==> src/sv/bvavg_pkg.sv <==
// Shared constants, codes and controller/datapath types for the battery voltage averager.
`timescale 1ns / 1ps

package bvavg_pkg;

    localparam int ADC_W       = 10;
    localparam int MAX_SAMPLES = 4096;
    localparam int CNT_W       = 13;
    localparam int FILL_W      = 12;
    localparam int SUM_W       = ADC_W + FILL_W;
    localparam int SUP_W       = 21;
    localparam int INV_W       = 16;
    localparam int BIAS_W      = 16;
    localparam int SCALE_W     = 16;
    localparam int VOLT_W      = 18;
    localparam int CFG_IDX_W   = 3;
    localparam int CFG_DATA_W  = 21;

    localparam int PROD_W      = SUM_W + SUP_W;
    localparam int ACC_W       = PROD_W + INV_W;
    localparam int FRAC_SHIFT  = 18;
    localparam int MV_W        = ACC_W - FRAC_SHIFT;
    localparam int DIFF_W      = MV_W + 2;
    localparam int CAL_SHIFT   = 12;
    localparam int DIV_W       = DIFF_W - 1 + CAL_SHIFT;
    localparam int DEN_W       = 16;
    localparam int STEP_W      = $clog2(DIV_W + 1);

    localparam int MEAN_MAX     = 2 ** ADC_W - 1;
    localparam int VOLT_MAX     = 2 ** (VOLT_W - 1) - 1;
    localparam int VOLT_MIN_MAG = 2 ** (VOLT_W - 1);

    localparam int RST_REF_CONST = 1125300;
    localparam int RST_COUNT     = 500;
    localparam int RST_INV       = 1280;
    localparam int RST_BIAS      = 0;
    localparam int RST_SCALE     = 4096;

    localparam logic CMD_REF  = 1'b0;
    localparam logic CMD_BATT = 1'b1;

    typedef enum logic [CFG_IDX_W-1:0] {
        CFG_REF_CONST = 3'd0,
        CFG_COUNT     = 3'd1,
        CFG_INV       = 3'd2,
        CFG_BIAS      = 3'd3,
        CFG_SCALE     = 3'd4
    } t_cfg_idx;

    typedef enum logic [3:0] {
        ST_IDLE,
        ST_REF_DIV,
        ST_MEAN_GO,
        ST_MEAN_DIV,
        ST_MUL_SUM,
        ST_MUL_LO,
        ST_MUL_HI,
        ST_MV_GO,
        ST_MV_DIV,
        ST_CAL_GO,
        ST_CAL_DIV,
        ST_OUT
    } t_state;

    typedef enum logic [1:0] {
        DIV_REF,
        DIV_MEAN,
        DIV_MV,
        DIV_CAL
    } t_div_sel;

    typedef enum logic [1:0] {
        MUL_SUM,
        MUL_LO,
        MUL_HI
    } t_mul_sel;

    typedef struct packed {
        logic     in_ready;
        logic     div_start;
        t_div_sel div_sel;
        logic     mul_en;
        t_mul_sel mul_sel;
        logic     ref_store;
        logic     mean_store;
        logic     diff_store;
        logic     volt_store;
        logic     out_load;
    } t_dp_cmd;

    typedef struct packed {
        logic in_valid;
        logic in_is_ref;
        logic win_last;
        logic div_done;
        logic supply_zero;
        logic out_free;
    } t_dp_status;

endpackage

==> src/sv/bvavg_in_if.sv <==
// Input channel: ADC conversion items with valid/ready handshake.
`timescale 1ns / 1ps

interface bvavg_in_if;
    logic                        valid;
    logic                        ready;
    logic                        command;
    logic [bvavg_pkg::ADC_W-1:0] adc_value;

    modport source (output valid, output command, output adc_value, input ready);
    modport sink   (input valid, input command, input adc_value, output ready);
endinterface

==> src/sv/bvavg_out_if.sv <==
// Output channel: averaged voltage result items with valid/ready handshake.
`timescale 1ns / 1ps

interface bvavg_out_if;
    logic                                valid;
    logic                                ready;
    logic signed [bvavg_pkg::VOLT_W-1:0] voltage_mv;
    logic        [bvavg_pkg::SUP_W-1:0]  supply_mv;
    logic        [bvavg_pkg::ADC_W-1:0]  mean_raw;
    logic                                status;

    modport source (output valid, output voltage_mv, output supply_mv, output mean_raw,
                    output status, input ready);
    modport sink   (input valid, input voltage_mv, input supply_mv, input mean_raw,
                    input status, output ready);
endinterface

==> src/sv/bvavg_div.sv <==
// Restoring radix-2 divider, one quotient bit per cycle.
`timescale 1ns / 1ps

module bvavg_div (
    input  logic                        i_clk,
    input  logic                        i_rst_n,
    input  logic                        i_start,
    input  logic [bvavg_pkg::DIV_W-1:0] i_num,
    input  logic [bvavg_pkg::DEN_W-1:0] i_den,
    output logic                        o_done,
    output logic [bvavg_pkg::DIV_W-1:0] o_quo
);

    logic [bvavg_pkg::DEN_W-1:0]  r_rem;
    logic [bvavg_pkg::DEN_W-1:0]  r_den;
    logic [bvavg_pkg::DIV_W-1:0]  r_quo;
    logic [bvavg_pkg::STEP_W-1:0] r_cnt;
    logic                         r_busy;
    logic                         r_done;
    logic [bvavg_pkg::DEN_W:0]    trial_in;
    logic [bvavg_pkg::DEN_W:0]    trial;
    logic                         take;

    assign trial_in = {r_rem, r_quo[bvavg_pkg::DIV_W-1]};
    assign trial    = trial_in - {1'b0, r_den};
    assign take     = trial_in >= {1'b0, r_den};

    always_ff @(posedge i_clk) begin
        if (!i_rst_n) begin
            r_busy <= 1'b0;
            r_done <= 1'b0;
            r_cnt  <= '0;
        end else begin
            r_done <= 1'b0;
            if (i_start) begin
                r_busy <= 1'b1;
                r_cnt  <= bvavg_pkg::STEP_W'(bvavg_pkg::DIV_W);
                r_rem  <= '0;
                r_quo  <= i_num;
                r_den  <= i_den;
            end else if (r_busy) begin
                r_rem <= take ? trial[bvavg_pkg::DEN_W-1:0] : trial_in[bvavg_pkg::DEN_W-1:0];
                r_quo <= {r_quo[bvavg_pkg::DIV_W-2:0], take};
                r_cnt <= r_cnt - bvavg_pkg::STEP_W'(1);
                if (r_cnt == bvavg_pkg::STEP_W'(1)) begin
                    r_busy <= 1'b0;
                    r_done <= 1'b1;
                end
            end
        end
    end

    assign o_done = r_done;
    assign o_quo  = r_quo;

endmodule

==> src/sv/bvavg_ctrl.sv <==
// Sequencing state machine: window bookkeeping, divisions, multiplies and result hand-off.
`timescale 1ns / 1ps

module bvavg_ctrl (
    input  logic                   i_clk,
    input  logic                   i_rst_n,
    input  bvavg_pkg::t_dp_status  i_status,
    output bvavg_pkg::t_dp_cmd     o_cmd
);

    bvavg_pkg::t_state r_state;
    bvavg_pkg::t_state n_state;

    always_ff @(posedge i_clk) begin
        if (!i_rst_n) begin
            r_state <= bvavg_pkg::ST_IDLE;
        end else begin
            r_state <= n_state;
        end
    end

    always_comb begin
        n_state       = r_state;
        o_cmd         = '0;
        o_cmd.div_sel = bvavg_pkg::DIV_REF;
        o_cmd.mul_sel = bvavg_pkg::MUL_SUM;
        unique case (r_state)
            bvavg_pkg::ST_IDLE: begin
                o_cmd.in_ready = 1'b1;
                if (i_status.in_valid) begin
                    if (i_status.in_is_ref) begin
                        o_cmd.div_start = 1'b1;
                        o_cmd.div_sel   = bvavg_pkg::DIV_REF;
                        n_state         = bvavg_pkg::ST_REF_DIV;
                    end else if (i_status.win_last) begin
                        n_state = bvavg_pkg::ST_MEAN_GO;
                    end
                end
            end
            bvavg_pkg::ST_REF_DIV: begin
                if (i_status.div_done) begin
                    o_cmd.ref_store = 1'b1;
                    n_state         = bvavg_pkg::ST_IDLE;
                end
            end
            bvavg_pkg::ST_MEAN_GO: begin
                o_cmd.div_start = 1'b1;
                o_cmd.div_sel   = bvavg_pkg::DIV_MEAN;
                n_state         = bvavg_pkg::ST_MEAN_DIV;
            end
            bvavg_pkg::ST_MEAN_DIV: begin
                if (i_status.div_done) begin
                    o_cmd.mean_store = 1'b1;
                    n_state = i_status.supply_zero ? bvavg_pkg::ST_OUT : bvavg_pkg::ST_MUL_SUM;
                end
            end
            bvavg_pkg::ST_MUL_SUM: begin
                o_cmd.mul_en  = 1'b1;
                o_cmd.mul_sel = bvavg_pkg::MUL_SUM;
                n_state       = bvavg_pkg::ST_MUL_LO;
            end
            bvavg_pkg::ST_MUL_LO: begin
                o_cmd.mul_en  = 1'b1;
                o_cmd.mul_sel = bvavg_pkg::MUL_LO;
                n_state       = bvavg_pkg::ST_MUL_HI;
            end
            bvavg_pkg::ST_MUL_HI: begin
                o_cmd.mul_en  = 1'b1;
                o_cmd.mul_sel = bvavg_pkg::MUL_HI;
                n_state       = bvavg_pkg::ST_MV_GO;
            end
            bvavg_pkg::ST_MV_GO: begin
                o_cmd.div_start = 1'b1;
                o_cmd.div_sel   = bvavg_pkg::DIV_MV;
                n_state         = bvavg_pkg::ST_MV_DIV;
            end
            bvavg_pkg::ST_MV_DIV: begin
                if (i_status.div_done) begin
                    o_cmd.diff_store = 1'b1;
                    n_state          = bvavg_pkg::ST_CAL_GO;
                end
            end
            bvavg_pkg::ST_CAL_GO: begin
                o_cmd.div_start = 1'b1;
                o_cmd.div_sel   = bvavg_pkg::DIV_CAL;
                n_state         = bvavg_pkg::ST_CAL_DIV;
            end
            bvavg_pkg::ST_CAL_DIV: begin
                if (i_status.div_done) begin
                    o_cmd.volt_store = 1'b1;
                    n_state          = bvavg_pkg::ST_OUT;
                end
            end
            bvavg_pkg::ST_OUT: begin
                if (i_status.out_free) begin
                    o_cmd.out_load = 1'b1;
                    n_state        = bvavg_pkg::ST_IDLE;
                end
            end
            default: begin
                n_state = bvavg_pkg::ST_IDLE;
            end
        endcase
    end

endmodule

==> src/sv/bvavg_dp.sv <==
// Datapath: configuration registers, window accumulator, multiplier, divider and result register.
`timescale 1ns / 1ps

module bvavg_dp (
    input  logic                             i_clk,
    input  logic                             i_rst_n,
    input  logic                             i_cfg_we,
    input  logic [bvavg_pkg::CFG_IDX_W-1:0]  i_cfg_idx,
    input  logic [bvavg_pkg::CFG_DATA_W-1:0] i_cfg_data,
    input  bvavg_pkg::t_dp_cmd               i_cmd,
    output bvavg_pkg::t_dp_status            o_status,
    bvavg_in_if.sink                         i_sample,
    bvavg_out_if.source                      o_result
);

    // configuration
    logic [bvavg_pkg::SUP_W-1:0]   r_ref_const;
    logic [bvavg_pkg::CNT_W-1:0]   r_count;
    logic [bvavg_pkg::INV_W-1:0]   r_inv;
    logic [bvavg_pkg::BIAS_W-1:0]  r_bias;
    logic [bvavg_pkg::SCALE_W-1:0] r_scale;

    // window and working state
    logic [bvavg_pkg::SUP_W-1:0]  r_supply;
    logic [bvavg_pkg::SUM_W-1:0]  r_sum;
    logic [bvavg_pkg::FILL_W-1:0] r_fill;
    logic [bvavg_pkg::SUM_W-1:0]  r_wsum;
    logic                         r_ref_zero;
    logic [bvavg_pkg::PROD_W-1:0] r_prod;
    logic [bvavg_pkg::ACC_W-1:0]  r_acc;
    logic [bvavg_pkg::DIFF_W-1:0] r_diff;
    logic [bvavg_pkg::ADC_W-1:0]  r_mean;
    logic [bvavg_pkg::VOLT_W-1:0] r_volt;

    // result register
    logic                         r_out_valid;
    logic [bvavg_pkg::VOLT_W-1:0] r_out_volt;
    logic [bvavg_pkg::SUP_W-1:0]  r_out_supply;
    logic [bvavg_pkg::ADC_W-1:0]  r_out_mean;
    logic                         r_out_status;

    logic                          sample_accept;
    logic [bvavg_pkg::CNT_W-1:0]   count_eff;
    logic [bvavg_pkg::SCALE_W-1:0] scale_eff;
    logic [bvavg_pkg::CNT_W-1:0]   fill_inc;
    logic [bvavg_pkg::SUM_W-1:0]   sum_add;
    logic                          win_last;
    logic                          supply_zero;
    logic                          out_free;
    logic [bvavg_pkg::SUM_W-1:0]   mul_a;
    logic [bvavg_pkg::SUP_W-1:0]   mul_b;
    logic [bvavg_pkg::PROD_W-1:0]  mul_p;
    logic [bvavg_pkg::DIFF_W-1:0]  diff;
    logic [bvavg_pkg::DIFF_W-1:0]  mag;
    logic [bvavg_pkg::DIV_W-1:0]   div_num;
    logic [bvavg_pkg::DEN_W-1:0]   div_den;
    logic                          div_done;
    logic [bvavg_pkg::DIV_W-1:0]   div_quo;
    logic [bvavg_pkg::ADC_W-1:0]   mean_sat;
    logic [bvavg_pkg::VOLT_W-1:0]  volt_sat;

    always_ff @(posedge i_clk) begin
        if (!i_rst_n) begin
            r_ref_const <= bvavg_pkg::SUP_W'(bvavg_pkg::RST_REF_CONST);
            r_count     <= bvavg_pkg::CNT_W'(bvavg_pkg::RST_COUNT);
            r_inv       <= bvavg_pkg::INV_W'(bvavg_pkg::RST_INV);
            r_bias      <= bvavg_pkg::BIAS_W'(bvavg_pkg::RST_BIAS);
            r_scale     <= bvavg_pkg::SCALE_W'(bvavg_pkg::RST_SCALE);
        end else if (i_cfg_we) begin
            unique case (bvavg_pkg::t_cfg_idx'(i_cfg_idx))
                bvavg_pkg::CFG_REF_CONST: r_ref_const <= i_cfg_data[bvavg_pkg::SUP_W-1:0];
                bvavg_pkg::CFG_COUNT:     r_count     <= i_cfg_data[bvavg_pkg::CNT_W-1:0];
                bvavg_pkg::CFG_INV:       r_inv       <= i_cfg_data[bvavg_pkg::INV_W-1:0];
                bvavg_pkg::CFG_BIAS:      r_bias      <= i_cfg_data[bvavg_pkg::BIAS_W-1:0];
                bvavg_pkg::CFG_SCALE:     r_scale     <= i_cfg_data[bvavg_pkg::SCALE_W-1:0];
                default: ;
            endcase
        end
    end

    always_comb begin
        if (r_count == '0) begin
            count_eff = bvavg_pkg::CNT_W'(1);
        end else if (r_count > bvavg_pkg::CNT_W'(bvavg_pkg::MAX_SAMPLES)) begin
            count_eff = bvavg_pkg::CNT_W'(bvavg_pkg::MAX_SAMPLES);
        end else begin
            count_eff = r_count;
        end
    end

    assign scale_eff     = (r_scale == '0) ? bvavg_pkg::SCALE_W'(1) : r_scale;
    assign sample_accept = i_sample.valid && i_cmd.in_ready;
    assign fill_inc      = {1'b0, r_fill} + bvavg_pkg::CNT_W'(1);
    assign sum_add       = r_sum + bvavg_pkg::SUM_W'(i_sample.adc_value);
    assign win_last      = !(fill_inc < count_eff);
    assign supply_zero   = (r_supply == '0);
    assign out_free      = !r_out_valid || o_result.ready;

    // window accumulation and supply estimate
    always_ff @(posedge i_clk) begin
        if (!i_rst_n) begin
            r_supply <= '0;
            r_sum    <= '0;
            r_fill   <= '0;
        end else begin
            if (sample_accept) begin
                if (i_sample.command == bvavg_pkg::CMD_REF) begin
                    r_sum      <= '0;
                    r_fill     <= '0;
                    r_ref_zero <= (i_sample.adc_value == '0);
                end else if (win_last) begin
                    r_sum  <= '0;
                    r_fill <= '0;
                    r_wsum <= sum_add;
                end else begin
                    r_sum  <= sum_add;
                    r_fill <= fill_inc[bvavg_pkg::FILL_W-1:0];
                end
            end
            if (i_cmd.ref_store) begin
                r_supply <= r_ref_zero ? '0 : div_quo[bvavg_pkg::SUP_W-1:0];
            end
        end
    end

    // shared multiplier: sum x supply, then the product x inverse ratio in two halves
    always_comb begin
        mul_a = '0;
        mul_b = '0;
        unique case (i_cmd.mul_sel)
            bvavg_pkg::MUL_SUM: begin
                mul_a = r_wsum;
                mul_b = r_supply;
            end
            bvavg_pkg::MUL_LO: begin
                mul_a = r_prod[bvavg_pkg::SUM_W-1:0];
                mul_b = bvavg_pkg::SUP_W'(r_inv);
            end
            bvavg_pkg::MUL_HI: begin
                mul_a = bvavg_pkg::SUM_W'(r_prod[bvavg_pkg::PROD_W-1:bvavg_pkg::SUM_W]);
                mul_b = bvavg_pkg::SUP_W'(r_inv);
            end
            default: ;
        endcase
    end

    assign mul_p = mul_a * mul_b;

    always_ff @(posedge i_clk) begin
        if (i_cmd.mul_en) begin
            unique case (i_cmd.mul_sel)
                bvavg_pkg::MUL_SUM: r_prod <= mul_p;
                bvavg_pkg::MUL_LO:  r_acc  <= bvavg_pkg::ACC_W'(mul_p);
                bvavg_pkg::MUL_HI:  r_acc  <= r_acc + (bvavg_pkg::ACC_W'(mul_p) << bvavg_pkg::SUM_W);
                default: ;
            endcase
        end
    end

    // divider operand selection
    assign mag = r_diff[bvavg_pkg::DIFF_W-1] ? (~r_diff + bvavg_pkg::DIFF_W'(1)) : r_diff;

    always_comb begin
        div_num = '0;
        div_den = '0;
        unique case (i_cmd.div_sel)
            bvavg_pkg::DIV_REF: begin
                div_num = bvavg_pkg::DIV_W'(r_ref_const);
                div_den = bvavg_pkg::DEN_W'(i_sample.adc_value);
            end
            bvavg_pkg::DIV_MEAN: begin
                div_num = bvavg_pkg::DIV_W'(r_wsum);
                div_den = bvavg_pkg::DEN_W'(count_eff);
            end
            bvavg_pkg::DIV_MV: begin
                div_num = bvavg_pkg::DIV_W'(r_acc[bvavg_pkg::ACC_W-1:bvavg_pkg::FRAC_SHIFT]);
                div_den = bvavg_pkg::DEN_W'(count_eff);
            end
            bvavg_pkg::DIV_CAL: begin
                div_num = {mag[bvavg_pkg::DIFF_W-2:0], {bvavg_pkg::CAL_SHIFT{1'b0}}};
                div_den = bvavg_pkg::DEN_W'(scale_eff);
            end
            default: ;
        endcase
    end

    bvavg_div u_div (
        .i_clk   (i_clk),
        .i_rst_n (i_rst_n),
        .i_start (i_cmd.div_start),
        .i_num   (div_num),
        .i_den   (div_den),
        .o_done  (div_done),
        .o_quo   (div_quo)
    );

    // post-division steps
    assign diff = {2'b00, div_quo[bvavg_pkg::MV_W-1:0]}
                - {{(bvavg_pkg::DIFF_W - bvavg_pkg::BIAS_W){r_bias[bvavg_pkg::BIAS_W-1]}}, r_bias};

    assign mean_sat = (div_quo > bvavg_pkg::DIV_W'(bvavg_pkg::MEAN_MAX))
                    ? bvavg_pkg::ADC_W'(bvavg_pkg::MEAN_MAX) : div_quo[bvavg_pkg::ADC_W-1:0];

    always_comb begin
        if (!r_diff[bvavg_pkg::DIFF_W-1]) begin
            if (div_quo > bvavg_pkg::DIV_W'(bvavg_pkg::VOLT_MAX)) begin
                volt_sat = bvavg_pkg::VOLT_W'(bvavg_pkg::VOLT_MAX);
            end else begin
                volt_sat = div_quo[bvavg_pkg::VOLT_W-1:0];
            end
        end else begin
            if (div_quo > bvavg_pkg::DIV_W'(bvavg_pkg::VOLT_MIN_MAG)) begin
                volt_sat = bvavg_pkg::VOLT_W'(bvavg_pkg::VOLT_MIN_MAG);
            end else begin
                volt_sat = ~div_quo[bvavg_pkg::VOLT_W-1:0] + bvavg_pkg::VOLT_W'(1);
            end
        end
    end

    always_ff @(posedge i_clk) begin
        if (i_cmd.mean_store) begin
            r_mean <= mean_sat;
        end
        if (i_cmd.diff_store) begin
            r_diff <= diff;
        end
        if (i_cmd.volt_store) begin
            r_volt <= volt_sat;
        end
    end

    // result register
    always_ff @(posedge i_clk) begin
        if (!i_rst_n) begin
            r_out_valid <= 1'b0;
        end else if (i_cmd.out_load) begin
            r_out_valid <= 1'b1;
        end else if (o_result.ready) begin
            r_out_valid <= 1'b0;
        end
    end

    always_ff @(posedge i_clk) begin
        if (i_cmd.out_load) begin
            r_out_volt   <= supply_zero ? '0 : r_volt;
            r_out_supply <= r_supply;
            r_out_mean   <= r_mean;
            r_out_status <= supply_zero;
        end
    end

    assign i_sample.ready      = i_cmd.in_ready;
    assign o_result.valid      = r_out_valid;
    assign o_result.voltage_mv = r_out_volt;
    assign o_result.supply_mv  = r_out_supply;
    assign o_result.mean_raw   = r_out_mean;
    assign o_result.status     = r_out_status;

    assign o_status.in_valid    = i_sample.valid;
    assign o_status.in_is_ref   = (i_sample.command == bvavg_pkg::CMD_REF);
    assign o_status.win_last    = win_last;
    assign o_status.div_done    = div_done;
    assign o_status.supply_zero = supply_zero;
    assign o_status.out_free    = out_free;

endmodule

==> src/sv/battery_voltage_averager.sv <==
// Top level of the battery voltage averager: controller plus datapath.
// Usage:
//  i_sample carries ADC items: command 0 is a bandgap reading that sets the supply
//  estimate (ref_constant / adc_value) and restarts the window; command 1 is a
//  battery sample added to the window. After sample_count samples one item leaves
//  on o_result: calibrated voltage, supply estimate, raw mean and status.
//  Configuration goes through i_cfg_we / i_cfg_idx / i_cfg_data while idle.
// Timing:
//  A battery sample that does not close the window leaves the controller idle, so
//  the next sample can follow. A bandgap item holds i_sample.ready low for one
//  54-step division. A closing sample starts up to three 54-step divisions on the
//  shared divider plus the multiply states ST_MUL_SUM, ST_MUL_LO and ST_MUL_HI, or
//  only the mean division without a usable reference; ready stays low meanwhile.
// Reset (synchronous, i_rst_n low): registers return to their defaults, the
//  window is empty and there is no reference, so results report status 1.
// Stall: the result waits in an output register; new samples are still taken,
//  and only a further closing window waits until the result has been taken.
`timescale 1ns / 1ps

module battery_voltage_averager (
    input  logic                             i_clk,
    input  logic                             i_rst_n,
    input  logic                             i_cfg_we,
    input  logic [bvavg_pkg::CFG_IDX_W-1:0]  i_cfg_idx,
    input  logic [bvavg_pkg::CFG_DATA_W-1:0] i_cfg_data,
    bvavg_in_if.sink                         i_sample,
    bvavg_out_if.source                      o_result
);

    bvavg_pkg::t_dp_cmd    dp_cmd;
    bvavg_pkg::t_dp_status dp_status;

    bvavg_ctrl u_ctrl (
        .i_clk    (i_clk),
        .i_rst_n  (i_rst_n),
        .i_status (dp_status),
        .o_cmd    (dp_cmd)
    );

    bvavg_dp u_dp (
        .i_clk      (i_clk),
        .i_rst_n    (i_rst_n),
        .i_cfg_we   (i_cfg_we),
        .i_cfg_idx  (i_cfg_idx),
        .i_cfg_data (i_cfg_data),
        .i_cmd      (dp_cmd),
        .o_status   (dp_status),
        .i_sample   (i_sample),
        .o_result   (o_result)
    );

endmodule
==> src/flat_wrapper.sv <==
// flat-port wrapper written by rule: the top's interface ports become plain ports
module battery_voltage_averager_flat 
  (i_clk, i_rst_n, i_cfg_we, i_cfg_idx, i_cfg_data, i_sample_valid, i_sample_command, i_sample_adc_value, i_sample_ready, o_result_valid, o_result_voltage_mv, o_result_supply_mv, o_result_mean_raw, o_result_status, o_result_ready);
  bvavg_in_if i_sample_i ();
  bvavg_out_if o_result_i ();
  input  logic i_clk;
  input  logic i_rst_n;
  input  logic i_cfg_we;
  input  logic [bvavg_pkg::CFG_IDX_W-1:0] i_cfg_idx;
  input  logic [bvavg_pkg::CFG_DATA_W-1:0] i_cfg_data;
  input wire logic [$bits(i_sample_i.valid)-1:0] i_sample_valid;
  input wire logic [$bits(i_sample_i.command)-1:0] i_sample_command;
  input wire logic [$bits(i_sample_i.adc_value)-1:0] i_sample_adc_value;
  output wire logic [$bits(i_sample_i.ready)-1:0] i_sample_ready;
  output wire logic [$bits(o_result_i.valid)-1:0] o_result_valid;
  output wire logic [$bits(o_result_i.voltage_mv)-1:0] o_result_voltage_mv;
  output wire logic [$bits(o_result_i.supply_mv)-1:0] o_result_supply_mv;
  output wire logic [$bits(o_result_i.mean_raw)-1:0] o_result_mean_raw;
  output wire logic [$bits(o_result_i.status)-1:0] o_result_status;
  input wire logic [$bits(o_result_i.ready)-1:0] o_result_ready;
  assign i_sample_i.valid = i_sample_valid;
  assign i_sample_i.command = i_sample_command;
  assign i_sample_i.adc_value = i_sample_adc_value;
  assign i_sample_ready = i_sample_i.ready;
  assign o_result_valid = o_result_i.valid;
  assign o_result_voltage_mv = o_result_i.voltage_mv;
  assign o_result_supply_mv = o_result_i.supply_mv;
  assign o_result_mean_raw = o_result_i.mean_raw;
  assign o_result_status = o_result_i.status;
  assign o_result_i.ready = o_result_ready;
  battery_voltage_averager u_core (.i_clk(i_clk), .i_rst_n(i_rst_n), .i_cfg_we(i_cfg_we), .i_cfg_idx(i_cfg_idx), .i_cfg_data(i_cfg_data), .i_sample(i_sample_i), .o_result(o_result_i));
endmodule
==> config.mk <==
export PLATFORM = sky130hd
export DESIGN_NAME = battery_voltage_averager_flat
export DESIGN_NICKNAME = d
export VERILOG_FILES = /design/src/sv/bvavg_pkg.sv /design/src/sv/bvavg_in_if.sv /design/src/sv/bvavg_out_if.sv /design/src/sv/bvavg_div.sv /design/src/sv/bvavg_ctrl.sv /design/src/sv/bvavg_dp.sv /design/src/sv/battery_voltage_averager.sv /design/src/flat_wrapper.sv
export SDC_FILE = /design/constraint.sdc
export NUM_CORES = 2
export LEC_CHECK = 0
export BUFFER_PORTS_ARGS = -buffer_cell sky130_fd_sc_hd__buf_2
export CAP_MARGIN = 20
export CORE_MARGIN = 2
export CORE_UTILIZATION = 59
export DETAILED_ROUTE_END_ITERATION = 12
export PLACE_DENSITY = 0.79
export SYNTH_ARGS = -nofsm -noshare
export SYNTH_HDL_FRONTEND = slang
export SYNTH_HIERARCHICAL = 1
export SYNTH_SLANG_ARGS = --single-unit
export TNS_END_PERCENT = 100
==> constraint.sdc <==
create_clock -name i_clk -period 9.5 [get_ports i_clk]
set_input_delay 0.95 -clock i_clk [delete_from_list [all_inputs] [get_ports i_clk]]
set_output_delay 0.95 -clock i_clk [all_outputs]
set_load 0.02 [all_outputs]
# == After elaboration in Yosys (flattened, before gate mapping) ==
# Cells that the tools add are included.
# word_totals
ff_bits,482
elab_cells,158
# op_classes
add_sub_neg,8
mul,1
magnitude_cmp,6
n_eq_ne,28
mux,51
n_bitwise,6
reduce_logical,30
# ops
operator,n
54-bit one-hot mux with 4 select lines,1
59-bit one-hot mux with 2 select lines,1
54-bit 2-to-1 mux,2
22-bit one-hot mux with 3 select lines,1
59-bit adder,1
"54-bit by 10-bit greater-than comparator with 1-bit output, second input constant",1
"54-bit by 17-bit greater-than comparator with 1-bit output, second input constant",1
"54-bit by 18-bit greater-than comparator with 1-bit output, second input constant",1
18-bit 2-to-1 mux,3
16-bit 2-to-1 mux,3
16-bit one-hot mux with 3 select lines,1
4-bit one-hot mux with 12 select lines,1
22-bit 2-to-1 mux,2
22-bit by 21-bit multiplier with 43-bit output,1
42-bit by 16-bit subtractor with 43-bit output,1
"42-bit by 1-bit adder with 42-bit output, second input constant",1
42-bit 2-to-1 mux,1
42-bit NOT,1
21-bit one-hot mux with 2 select lines,1
4-bit 2-to-1 mux,9
13-bit 2-to-1 mux,2
12-bit 2-to-1 mux,2
22-bit by 10-bit adder with 22-bit output,1
21-bit zero test,1
other kinds (43),90

# == Depth between registers and ports, before layout ==
# logic_depth
ltp_word,8
depth_mapped,44
ltp_nobuf,40

# == Cells and area by module ==
# Netlist, hierarchy kept.
# modules_own_cells
module,instances,cells_per_inst,area_per_inst_um2,seq_area_each_um2
bvavg_dp,1,4076,36268.5,9609.2
bvavg_div,1,370,4946.0,2742.6
bvavg_ctrl,1,73,553.0,80.1

# == Worst setup path before layout ==
# No wires, ideal clock.
# synth_path
path_type,register to register
startpoint,register u_core.u_ctrl.r_state[1]
endpoint,"register u_core/u_dp/r_acc[54] in the netlist's numbering, data pin"
setup_ns,0.266
arrival_time_ns,9.450
t_required_ns,9.234
setup_slack_ns,-0.216
stages_incl_launch_ff,42
synth_period_minus_slack_ns,9.716
cell_sequence,dfxtp_1 and2b_2 nor2b_1 inv_1 ha_1 clkbuf_1 clkbuf_1 nand2_1 a31oi_1 clkbuf_1 nand2_1 fa_1 fa_1 inv_1 fa_1 inv_1 fa_1 inv_1 [... 6 more ...] clkbuf_1 o21ai_0 nand2b_1 a21oi_1 a31oi_1 a21oi_1 nor2_1 o31a_1 ha_1 nand2_1 o211ai_1 o31ai_1 a211o_1 a21oi_1 a41oi_1 a31oi_1 xnor2_1 nor2_1
# synth_rtl
element,line_no,source
start: declaration,bvavg_ctrl.sv:11,bvavg_pkg::t_state r_state;
start signal: assignment,bvavg_ctrl.sv:16,r_state <= bvavg_pkg::ST_IDLE;
start signal: assignment,bvavg_ctrl.sv:18,r_state <= n_state;
end signal: assignment,bvavg_dp.sv:153,bvavg_pkg::MUL_LO: r_acc <= bvavg_pkg::ACC_W'(mul_p);
end signal: assignment,bvavg_dp.sv:154,bvavg_pkg::MUL_HI: r_acc <= r_acc + (bvavg_pkg::ACC_W'(mul_p) << bvavg_pkg::SUM_W);
end: declaration,bvavg_dp.sv:30,logic [bvavg_pkg::ACC_W-1:0] r_acc;

==> summary.txt <==
Power and ir drop
  • Pwr Total: 5.702 mW
  • Peak supply drop: 117.9 uV
  • PwrDens: 116.9 mW/mm2
  • Leak: 21.51 nW

Global routing
  • Total GRT Usage: 0.3587
  • Grt ovf: 0
  • First-pass GRT wire length: 202.6 mm
  • Vias in the first global route: 34870
  • Initial antenna violation count: 4
  • Largest net degree at the start of global routing: 72

Clocking
  • CTS Buffer Depth: 3
  • CTS Sinks: 464
  • Clk pin slew, worst setup/hold paths: 0.07 ns
  • CTS Buf Count: 49
  • Root Driver: clkbuf_16
  • CTS tree: built
  • CTS Hold Bufs: 0
  • H-tree levels: 2
  • Worst-Skew Late Latency: 0.60 ns

Detailed routing
  • WL per Instance: 22.52 um
  • Via Count: 36070
  • DRC viols: 0
  • Final ANT Viol Nets: 0
  • Drt pass-1 iters: 6
  • Routed wire length: 132.1 mm
  • Detailed-route vias per instance: 6.151
  • 1st-iter DRT viols: 4600

Worst setup path
  • Reg2reg start: u_core/u_ctrl/r_state[1]
  • CP max stage cell: fa_1
  • WP buf/inv: 7
  • Crit path top cell by count: fa_1
  • Worst setup path startpoint: u_core/u_ctrl/r_state[1]
  • CP endpoint kind: register
  • Critical path arrival: 9.81 ns
  • Setup CP Type: register to register
  • CP max stage delay: 0.57 ns
  • WP data required: 9.98 ns
  • Crit start category: register
  • Largest delay share family, worst path: adder cells
  • CP max FO: 9

Timing
  • Final hold vios: 0
  • Worst slew pin tran: 1.085 ns
  • Tcrit/Tclk final: 0.9823
  • Final Max Tran Viols: 0
  • Clk_skew: 0.02563 ns
  • Final number of setup-violating endpoints: 0
  • Fin worst setup slack: 0.1679 ns
  • Final hold slack: 0.4160 ns
  • Fin crit period: 9.332 ns
  • Fmax: 0.1072 GHz
  • RSZ-0062 raised after global routing: yes
  • Setup Total Neg Slack: 0 ns
  • Slew margin rel.: 0.2770

Synth
  • Synth Register Bits: 464
  • Synth warn: 6
  • EDFF count, synth: 314
  • Post-synth ARST share: 0
  • Syn Std Cell Area: 0.04177 mm2
  • Avg Inst Size Synth: 9.243 um2
  • Syn Inst Count: 4519
  • Post-synth top flop: edfxtp_1
  • Sequential-to-total area share from yosys stat: 0.2976
  • Synth unique cells: 108
  • Syn nets: 5225

Placed design
  • Number of port buffers: 91
  • Dpl hpwl: 102.7 mm
  • Final GP Congestion: 1.018
  • Placed cell area: 0.04583 mm2
  • Dpl ws: -0.3081 ns

Worst hold path
  • Hold_sp: u_core/u_dp/r_mean[3]
  • Worst Hold Class: register to register

Die
  • Num ports: 92
  • Die width: 270.1 um
  • Die H: 270.1 um
  • Full die area: 0.07294 mm2
  • Core area: 0.07003 mm2
  • Initial core utilization: 0.5964
  • Core Rows: 97

Cells and area
  • Commonest non-fill, non-tap cells in the layout: nand2_1, inv_1, buf_4
  • Commonest non-fill, non-tap cell in the layout: nand2_1
  • Final instance area: 0.04876 mm2
  • Synth-to-layout area growth: 16.75%
  • Ant diodes: 0
  • Nets: 5594
  • Proportion of layout cells with a drive suffix above 1: 0.1830

Outcome
  • Status: complete, no violations

Job
  • MaxCap Viol Count: 0
registers in the layout, indices dropped and copies added (netlist names), 4 cells and up:
name                             flops
u_core/u_dp/o_result.mean_raw       10
u_core/u_dp/r_inv                   16
u_core/u_dp/u_div/o_quo             54
u_core/u_dp/u_div/r_cnt              6
u_core/u_dp/r_ref_const             21
u_core/u_dp/r_sum                   22
u_core/u_dp/r_prod                  43
u_core/u_dp/r_diff                  43
u_core/u_dp/u_div/r_rem             16
u_core/u_dp/r_acc                   41
u_core/u_dp/r_bias                  16
u_core/u_dp/r_scale                 16
u_core/u_dp/u_div/r_den             16
u_core/u_dp/r_volt                  18
u_core/u_dp/r_mean                  10
u_core/u_dp/r_fill                  12
u_core/u_dp/o_result.supply_mv      21
u_core/u_dp/r_wsum                  22
u_core/u_dp/o_result.voltage_mv     18
u_core/u_ctrl/r_state                4
u_core/u_dp/r_count                 13
u_core/u_dp/r_supply                21
logic make-up (layout without fill, tap and decap cells):
family	after synthesis	after routing	share of synthesized area
buffers and inverters	730	1135	0.06728
xor gates and xnor gates	186	186	0.03900
adders and majority gates	666	666	0.2680
AOI/OAI and AO/OA	862	862	0.1380
and+or+nand+nor	1525	1525	0.1674
muxes	86	86	0.02265
DFF	464	464	0.2976
layer usage:
metal | GRT usage | share of wire | vias up
met4 | 0.1327 | 0.046 | 6
met2 | 0.5502 | 0.44 | 2139
met1 | 0.4962 | 0.39 | 17480
met5 | 0 | 0.00027 | -
li1 | - | - | 16090
met3 | 0.08579 | 0.12 | 351
report_power, final:
| group | leakage (nW) | switching [mW] | total (mW) | internal [mW] |
|---|---|---|---|---|
| Clock | 0.760 | 0.836 | 1.92 | 1.09 |
| Sequential | 4.17 | 0.144 | 2.47 | 2.32 |
| Combinational | 16.6 | 0.790 | 1.31 | 0.521 |
| Total | 21.5 | 1.77 | 5.70 | 3.93 |
per-stage QoR:
stage               instances  utilization
CTS                      5833       0.6802
floorplan                4519            -
global placement         5733       0.6545
detailed placement       5733       0.6545
global route             5864       0.6964
finish                   5864       0.6964
worst reg2reg max path, delay by kind of cell, from the launching register on:
family	cells	cell delay (ns)
buffers and inverters	7	0.93
flip-flops	1	0.36
AND/OR/NAND/NOR	7	1.09
AO/OA/AOI/OAI	11	2.27
XOR/XNOR	1	0.19
adder cells (fa/ha/maj)	10	4.41
synth_stat cells (all sizes together), types with 41 or more instances:
cell / n / area share
nand2: 666 / 0.060
inv: 512 / 0.046
fa: 381 / 0.18
nor2: 379 / 0.034
edfxtp: 314 / 0.23
ha: 285 / 0.085
a21oi: 270 / 0.033
clkbuf: 186 / 0.017
dfxtp: 150 / 0.072
o21ai: 136 / 0.016
xnor2: 116 / 0.024
a21o: 78 / 0.014
xor2: 70 / 0.015
mux2: 68 / 0.018
nand3: 64 / 0.0078
nor3: 64 / 0.0078
a22oi: 57 / 0.010
nand2b: 50 / 0.0075
nor2b: 41 / 0.0061
cell type report:
type / count / area, um2
Multi-Input combinational cell: 3325 / 27490
Fill cell: 5244 / 21260
Sequential cell: 464 / 12440
Timing Repair Buffer: 536 / 4163
Inverter: 512 / 1923
Clock buffer: 57 / 1297
Tap cell: 940 / 1176
Clock inverter: 30 / 274.0
worst paths after layout:
kind / endpoint / slack [ns] / cells past startpoint
max: u_core/u_dp/r_acc[58] / 0.17 / 36
min: u_core/u_dp/o_result.mean_raw[3] / 0.42 / 0
max reg2reg: u_core/u_dp/r_acc[58] / 0.17 / 36
min reg2reg: u_core/u_dp/o_result.mean_raw[3] / 0.42 / 0
timing repair:
| action | CTS | global route |
|---|---|---|
| resized for setup | 25 | 166 |
| pin swaps | 8 | 60 |
| buffers inserted | 13 | 26 |
| cloned | 0 | 3 |
| endpoints found under the setup margin | 10 | 17 |
No activity file was read; power rests on OpenSTA's default activity.
